## src/hdl/ackq_pkg.sv

```systemverilog
package ackq_pkg;

   localparam int unsigned OP_W     = 2;
   localparam int unsigned ID_W     = 16;
   localparam int unsigned HANDLE_W = 32;
   localparam int unsigned STATUS_W = 2;
   localparam int unsigned OCC_W    = 5;

   localparam logic [OP_W-1:0] OP_INSERT = 2'd0;
   localparam logic [OP_W-1:0] OP_REMOVE = 2'd1;
   localparam logic [OP_W-1:0] OP_POP    = 2'd2;

   localparam logic [STATUS_W-1:0] STATUS_OK   = 2'd0;
   localparam logic [STATUS_W-1:0] STATUS_MISS = 2'd1;
   localparam logic [STATUS_W-1:0] STATUS_FULL = 2'd2;

   typedef struct packed {
      logic [OP_W-1:0]     op;
      logic [ID_W-1:0]     msg_id;
      logic [HANDLE_W-1:0] message_handle;
      logic [HANDLE_W-1:0] session_handle;
   } req_type;

   typedef struct packed {
      logic [STATUS_W-1:0] status;
      logic [HANDLE_W-1:0] message_out;
      logic [HANDLE_W-1:0] session_out;
      logic [OCC_W-1:0]    occupancy;
   } rsp_type;

   typedef struct packed {
      logic [ID_W-1:0]     id;
      logic [HANDLE_W-1:0] message;
      logic [HANDLE_W-1:0] session;
   } entry_type;

endpackage

```

## src/hdl/ackq_store.sv

```systemverilog
module ackq_store #(
   parameter int unsigned DEPTH = 16,
   parameter int unsigned AW    = 4
) (
   input  logic               clock,
   input  logic               wr_en,
   input  logic [AW-1:0]      wr_addr,
   input  ackq_pkg::entry_type wr_data,
   input  logic               rd_en,
   input  logic [AW-1:0]      rd_addr,
   output ackq_pkg::entry_type rd_data
);
   import ackq_pkg::*;

   entry_type entry_mem_ff [DEPTH];
   entry_type rd_data_ff;

   always_ff @(posedge clock) begin
      if (wr_en) begin
         entry_mem_ff[wr_addr] <= wr_data;
      end
   end

   always_ff @(posedge clock) begin
      if (rd_en) begin
         rd_data_ff <= entry_mem_ff[rd_addr];
      end
   end

   assign rd_data = rd_data_ff;

endmodule

```

## src/hdl/ack_queue_keyed_removal.sv

```systemverilog
// Ordered acknowledgement queue with removal by message id.
// Request channel: req_data is taken at a rising edge with start high and
// busy low. Ops: insert at tail, remove oldest entry with matching id, pop
// front. Every item gives exactly one result on rsp_data, shown for one
// cycle with rsp_valid high; the receiver cannot hold it off.
// Latency: insert, unused op, or remove/pop on an empty queue answer in
// the next cycle and busy stays low, so such items may follow back to back.
// Remove and pop walk the entry store through one read port and one id
// comparator: the search reads entries from the front until a match or the
// end, the gap is then closed by moving each later entry down one slot, and
// then the result follows. Busy is high throughout the walk and drops as
// the result shows.
// Reset clears the occupancy and the sequencer; stored entries are not
// cleared, as only slots below the occupancy are ever read.
module ack_queue_keyed_removal #(
   parameter int unsigned QUEUE_DEPTH = 16
) (
   input  logic              clock,
   input  logic              reset,
   input  logic              start,
   output logic              busy,
   input  ackq_pkg::req_type req_data,
   output logic              rsp_valid,
   output ackq_pkg::rsp_type rsp_data
);
   import ackq_pkg::*;

   localparam int unsigned AW = (QUEUE_DEPTH > 1) ? $clog2(QUEUE_DEPTH) : 1;
   localparam int unsigned CW = $clog2(QUEUE_DEPTH + 1);
   localparam logic [CW-1:0] DEPTH_C = CW'(QUEUE_DEPTH);

   localparam logic [1:0] S_IDLE   = 2'd0;
   localparam logic [1:0] S_SEARCH = 2'd1;
   localparam logic [1:0] S_SHIFT  = 2'd2;

   function automatic logic [OCC_W-1:0] occ_of(input logic [CW-1:0] c);
      logic [CW+OCC_W-1:0] ext;
      ext = {{OCC_W{1'b0}}, c};
      return ext[OCC_W-1:0];
   endfunction

   logic [1:0]          state_ff, state_in;
   logic [CW-1:0]       count_ff, count_in;
   logic [CW-1:0]       scan_ff, scan_in;
   logic                pend_ff, pend_in;
   logic [AW-1:0]       wr_ptr_ff, wr_ptr_in;
   logic [OP_W-1:0]     op_ff, op_in;
   logic [ID_W-1:0]     key_ff, key_in;
   logic [HANDLE_W-1:0] hit_msg_ff, hit_msg_in;
   logic [HANDLE_W-1:0] hit_ses_ff, hit_ses_in;
   logic                rsp_valid_ff, rsp_valid_in;
   rsp_type             rsp_ff, rsp_in;

   logic          wr_en;
   logic [AW-1:0] wr_addr;
   entry_type     wr_data;
   logic          rd_en;
   entry_type     rd_data;
   logic          accept;
   logic          hit;
   logic [CW-1:0] scan_prev;

   ackq_store #(
      .DEPTH (QUEUE_DEPTH),
      .AW    (AW)
   ) u_store (
      .clock   (clock),
      .wr_en   (wr_en),
      .wr_addr (wr_addr),
      .wr_data (wr_data),
      .rd_en   (rd_en),
      .rd_addr (scan_ff[AW-1:0]),
      .rd_data (rd_data)
   );

   assign busy      = (state_ff != S_IDLE);
   assign accept    = start && !busy;
   assign rd_en     = (scan_ff < count_ff);
   assign hit       = pend_ff && ((op_ff == OP_POP) || (rd_data.id == key_ff));
   assign scan_prev = scan_ff - 1'b1;

   always_comb begin
      state_in     = state_ff;
      count_in     = count_ff;
      scan_in      = scan_ff;
      pend_in      = pend_ff;
      wr_ptr_in    = wr_ptr_ff;
      op_in        = op_ff;
      key_in       = key_ff;
      hit_msg_in   = hit_msg_ff;
      hit_ses_in   = hit_ses_ff;
      rsp_valid_in = 1'b0;
      rsp_in       = rsp_ff;
      wr_en        = 1'b0;
      wr_addr      = wr_ptr_ff;
      wr_data      = rd_data;

      unique case (state_ff)
         S_IDLE: begin
            if (accept) begin
               op_in              = req_data.op;
               key_in             = req_data.msg_id;
               scan_in            = '0;
               pend_in            = 1'b0;
               rsp_in.message_out = '0;
               rsp_in.session_out = '0;
               rsp_in.status      = STATUS_MISS;
               rsp_in.occupancy   = occ_of(count_ff);
               unique case (req_data.op)
                  OP_INSERT: begin
                     rsp_valid_in = 1'b1;
                     if (count_ff >= DEPTH_C) begin
                        rsp_in.status = STATUS_FULL;
                     end else begin
                        wr_en            = 1'b1;
                        wr_addr          = count_ff[AW-1:0];
                        wr_data.id       = req_data.msg_id;
                        wr_data.message  = req_data.message_handle;
                        wr_data.session  = req_data.session_handle;
                        count_in         = count_ff + 1'b1;
                        rsp_in.status    = STATUS_OK;
                        rsp_in.occupancy = occ_of(count_ff + 1'b1);
                     end
                  end
                  OP_REMOVE, OP_POP: begin
                     if (count_ff == '0) begin
                        rsp_valid_in = 1'b1;
                     end else begin
                        state_in = S_SEARCH;
                     end
                  end
                  default: begin
                     rsp_valid_in = 1'b1;
                  end
               endcase
            end
         end
         S_SEARCH: begin
            if (hit) begin
               hit_msg_in = rd_data.message;
               hit_ses_in = rd_data.session;
               wr_ptr_in  = scan_prev[AW-1:0];
               pend_in    = 1'b0;
               state_in   = S_SHIFT;
            end else if (scan_ff == count_ff) begin
               rsp_valid_in = 1'b1;
               state_in     = S_IDLE;
            end else begin
               scan_in = scan_ff + 1'b1;
               pend_in = 1'b1;
            end
         end
         S_SHIFT: begin
            if (pend_ff) begin
               wr_en     = 1'b1;
               wr_ptr_in = wr_ptr_ff + 1'b1;
            end
            if (scan_ff >= count_ff) begin
               count_in           = count_ff - 1'b1;
               rsp_in.status      = STATUS_OK;
               rsp_in.message_out = hit_msg_ff;
               rsp_in.session_out = hit_ses_ff;
               rsp_in.occupancy   = occ_of(count_ff - 1'b1);
               rsp_valid_in       = 1'b1;
               pend_in            = 1'b0;
               state_in           = S_IDLE;
            end else begin
               scan_in = scan_ff + 1'b1;
               pend_in = 1'b1;
            end
         end
         default: begin
            state_in = S_IDLE;
         end
      endcase
   end

   always_ff @(posedge clock) begin
      if (reset) begin
         state_ff     <= S_IDLE;
         count_ff     <= '0;
         scan_ff      <= '0;
         pend_ff      <= 1'b0;
         rsp_valid_ff <= 1'b0;
      end else begin
         state_ff     <= state_in;
         count_ff     <= count_in;
         scan_ff      <= scan_in;
         pend_ff      <= pend_in;
         rsp_valid_ff <= rsp_valid_in;
      end
   end

   always_ff @(posedge clock) begin
      wr_ptr_ff  <= wr_ptr_in;
      op_ff      <= op_in;
      key_ff     <= key_in;
      hit_msg_ff <= hit_msg_in;
      hit_ses_ff <= hit_ses_in;
      rsp_ff     <= rsp_in;
   end

   assign rsp_valid = rsp_valid_ff;
   assign rsp_data  = rsp_ff;

   a_rsp_only_idle: assert property (@(posedge clock) disable iff (reset)
      rsp_valid |-> (state_ff == S_IDLE))
      else $error("result strobe while sequencer active");

   a_count_bound: assert property (@(posedge clock) disable iff (reset)
      count_ff <= DEPTH_C)
      else $error("occupancy beyond queue depth");

   a_walk_starts: assert property (@(posedge clock) disable iff (reset)
      (accept && (req_data.op == OP_REMOVE || req_data.op == OP_POP)
       && (count_ff != '0)) |=> busy)
      else $error("remove or pop on non-empty queue did not start a walk");

   a_full_only_at_depth: assert property (@(posedge clock) disable iff (reset)
      (rsp_valid && (rsp_data.status == STATUS_FULL)) |-> (count_ff == DEPTH_C))
      else $error("full reported below queue depth");

endmodule
```

## config.mk

```make
export PLATFORM = sky130hd
export DESIGN_NAME = ack_queue_keyed_removal
export DESIGN_NICKNAME = d
export VERILOG_FILES = /design/src/hdl/ackq_pkg.sv /design/src/hdl/ackq_store.sv /design/src/hdl/ack_queue_keyed_removal.sv
export SDC_FILE = /design/constraint.sdc
export NUM_CORES = 1
export LEC_CHECK = 0
export BUFFER_PORTS_ARGS = -buffer_cell sky130_fd_sc_hd__buf_4
export CORE_MARGIN = 3
export CORE_UTILIZATION = 55
export CTS_CLUSTER_SIZE = 12
export DETAILED_ROUTE_END_ITERATION = 16
export PLACE_DENSITY = 0.77
export SLEW_MARGIN = 0
export SYNTH_ARGS = -nofsm -noshare
export SYNTH_HDL_FRONTEND = slang
export SYNTH_SLANG_ARGS = --single-unit
```

## constraint.sdc

```tcl
create_clock -name clock -period 7.8 [get_ports clock]
set_input_delay 1.95 -clock clock [delete_from_list [all_inputs] [get_ports clock]]
set_output_delay 1.95 -clock clock [all_outputs]
set_load 0.03 [all_outputs]
```

==> impl_results.md <==
* Outcome: complete, no violations
* FF-to-FF End: u_store.entry_mem_ff[15][22]$_DFFE_PP_
* Maximum number of pins on one net before global-route repair at 149
* Sum of net half-perimeters after detailed placement at 66220 um
* Net total in the final layout at 2905
* Count of warnings emitted by yosys at 0
* Setup clock skew after layout at 25.08 ps
* Post-CTS clock slew at the launch and capture registers of the worst setup and hold paths at 50 ps
* Highest net fanout along the worst path at 45
* Placed cells at 4031
* Async set or reset register ratio after synthesis at 0%
* Starting density of the core at 55.74%
* Number of global-route vias before repair at 29242
* RD Place Congestion at 0.8025
* Total grt overflow at 0
* Number of H-tree levels at 4
* First-pass GRT wire length at 201400 um
* Worst skew pair latency at 750 ps
* Cell area after placement at 61080 um^2
* Number of clock buffers inserted by TritonCTS at 152
* Share of the synthesized area in the top cell type at 78.41%
* Post-route worst hold slack at 451.6 ps
* Layout overhead on the synthesized area at 12.51%
* CTS Hold Buffers Added at 0
* Synth Area per Inst at 22.66 um^2
* Most frequent cells after synthesis: sky130_fd_sc_hd__edfxtp_1 (1517), sky130_fd_sc_hd__mux4_2 (400), sky130_fd_sc_hd__nand2_1 (257)
* Setup TNS at 0 ps
* Slack of the worst reg-to-reg path at 3290 ps
* Count of antenna-violating nets left after detailed routing at 0
* Class of the tightest hold or removal check: reg2reg
* Data arrival time of the critical path at 5680 ps
* Cell area after synthesis at 58100 um^2
* Drt first pass iters at 6
* Final wirelength at 137700 um
* Final Instance Area at 65360 um^2
* Worst setup SP type: primary input
* Tcrit/Tclk final at 68.36%
* Cells taking the most area after synthesis: sky130_fd_sc_hd__edfxtp_1 (78%), sky130_fd_sc_hd__mux4_2 (16%), sky130_fd_sc_hd__nand2_1 (1.7%)
* Unrepaired setup endpoints after global routing: no
* Fin cells at 4248
* Launching instance or port of the critical path: req_data[80]
* Drt wl/cell at 32.42 um
* Ant. Diodes at 0
* Flip-flop and latch count after synthesis at 1531
* Worst-Margin Slew at 1218 ps
* Total global routing track utilization at 25.69%
* Core Area at 104200 um^2
* Post-synthesis cell type with the largest combined area: sky130_fd_sc_hd__edfxtp_1
* Time the final worst path needs with I/O delays and setup at 5332 ps
* Count of cells along the worst register-to-register path at 9
* Buffers added on ports at 157
* Floorplan die width at 331.0 um
* Cts repair resizes at 0
* Fin. Hold Viols at 0
* Maximum buffer depth of the clock tree at 3
* Headroom to the max-slew limit at 17.91%
* Drt first-iter violations at 3701
* Root buffer cell: sky130_fd_sc_hd__clkbuf_16
* Vertical die dimension at 331.0 um
* Max-cap check violation count at 0
* Kind of critical path: in2reg
* Final critical-path setup slack at 2468 ps
* Timing-limited maximum frequency at 187.5 MHz
* Total count of max-transition violations in the final report at 0
* Pre-CTS worst setup slack at 1757 ps
* Share of synthesized area occupied by flip-flops and latches at 78.89%
* Required time of the critical path at 8150 ps
* Number of top-level pins at 158
* Number of placement rows at 118
* Number of sinks handled by clock tree synthesis at 1531
* Type of element capturing the critical path: flop
* Worst setup path end: u_store.entry_mem_ff[14][21]$_DFFE_PP_
* Worst ir drop on vdd at 0.2407 mV
* Initial antenna violation count at 3
* Clock tree from TritonCTS: yes
* Die Area at 109600 um^2
* Number of standard cells after synthesis at 2564
* Remaining DRCs at 0
* P per Cell Area at 269.2 nW/um^2
* Proportion of layout cells with a drive suffix above 1 at 28.28%
* Static leakage at 20.39 nW
* Net count after synthesis at 2664
* Synth cell types at 54
* Prevailing post-synth register cell: sky130_fd_sc_hd__edfxtp_1
* Number of enable-type register cells in the synthesized netlist at 1517
* Setup-failing EPs final at 0
* Number of vias per cell at 6.601
* Vias at 28040
* Startpoint of the lowest-slack register-to-register path: state_ff[0]$_SDFFE_PP0P_
* Most frequent cell after synthesis: sky130_fd_sc_hd__edfxtp_1
* Post-CTS setup buffers at 0
==> routing by layer <==
layer,GRT usage [%],vias up,wire [um]
met5,0,-,12
li1,-,11062,-
met4,9.526,2,4725
met1,34.29,14592,48830
met2,42.66,2073,70340
met3,5.139,311,13830
==> logic make-up after synthesis <==
group / after synthesis / synth area share (%)
AOI/OAI and AO/OA: 53 / 0.6461
xor gates and xnor gates: 25 / 0.3769
adders and majority gates: 15 / 0.3231
buffers and inverters: 141 / 1.191
DFF: 1531 / 78.89
muxes: 402 / 15.54
and+or+nand+nor: 397 / 3.028
==> placed cells by master, fill, tap and decap left out, drive strengths merged, types with 3 or more instances in the layout <==
| cell | instances |
|---|---|
| edfxtp | 1517 |
| mux4 | 400 |
| nand2 | 257 |
| buf | 210 |
| clkbuf | 189 |
| and2 | 68 |
| nor2 | 30 |
| clkinv | 27 |
| xnor2 | 23 |
| inv | 17 |
| ha | 15 |
| dfxtp | 14 |
| o21ai | 13 |
| nand3 | 10 |
| a21oi | 10 |
| a31oi | 8 |
| nor3 | 8 |
| nand4 | 7 |
| nand2b | 5 |
| nor2b | 4 |
| a32oi | 3 |
| o211ai | 3 |
==> critical path, stage by stage <==
cell and delay (ps):
sky130_fd_sc_hd__buf_4 110, sky130_fd_sc_hd__inv_1 50, sky130_fd_sc_hd__ha_1 180, sky130_fd_sc_hd__nor2b_1 490, sky130_fd_sc_hd__and2_4 450, sky130_fd_sc_hd__a32oi_1 410, sky130_fd_sc_hd__nor2_4 720, sky130_fd_sc_hd__buf_4 430
sky130_fd_sc_hd__buf_4 820
==> where the power goes <==
part	total, mW	internal [mW]	switching (mW)
Clock	6.55	3.66	2.89
Sequential	9.52	9.42	0.0946
Combinational	1.53	0.582	0.943
==> metrics by stage <==
stage          util [%]  total power, mW
3_5_place_dp      58.60            11.19
6_report          62.71            17.60
5_1_grt           62.71            18.09
3_3_place_gp      58.60            11.12
2_1_floorplan         -            10.72
4_1_cts           62.71            17.70
==> sequential cells by signal, indices dropped and copies added, names as in the netlist, 4 cells and up <==
| name | count |
|---|---|
| scan_ff | 5 |
| u_store.entry_mem_ff | 1280 |
| u_store.rd_data | 80 |
| count_ff | 5 |
| key_ff | 16 |
| rsp_data | 71 |
| hit_ses_ff | 32 |
| hit_msg_ff | 32 |
| wr_ptr_ff | 4 |
==> how the worst min path moves through the flow <==
stage / from / cells after the start / end / slack, ps
CTS: u_store.rd_data[2]$_DFFE_PN_ / 0 / hit_ses_ff[2]$_DFFE_PP_ / 450
finish: u_store.rd_data[2]$_DFFE_PN_ / 0 / hit_ses_ff[2]$_DFFE_PP_ / 450
floorplan: u_store.rd_data[32]$_DFFE_PN_ / 0 / hit_msg_ff[0]$_DFFE_PP_ / 430
global placement: u_store.rd_data[61]$_DFFE_PN_ / 0 / hit_msg_ff[29]$_DFFE_PP_ / 430
detailed placement: u_store.rd_data[8]$_DFFE_PN_ / 0 / hit_ses_ff[8]$_DFFE_PP_ / 440
global route: u_store.rd_data[41]$_DFFE_PN_ / 0 / hit_msg_ff[9]$_DFFE_PP_ / 460
==> final cells by class <==
cell class	count	area, um^2
inverters	18	68.82
flip-flops and latches	1531	45850
multi-input cells	892	11730
repair buffers	210	1714
well taps	1380	1727
clock buffers	189	4059
clock inverters	28	219.0
fillers	6576	38870
No activity file was read; power rests on OpenSTA's default activity.
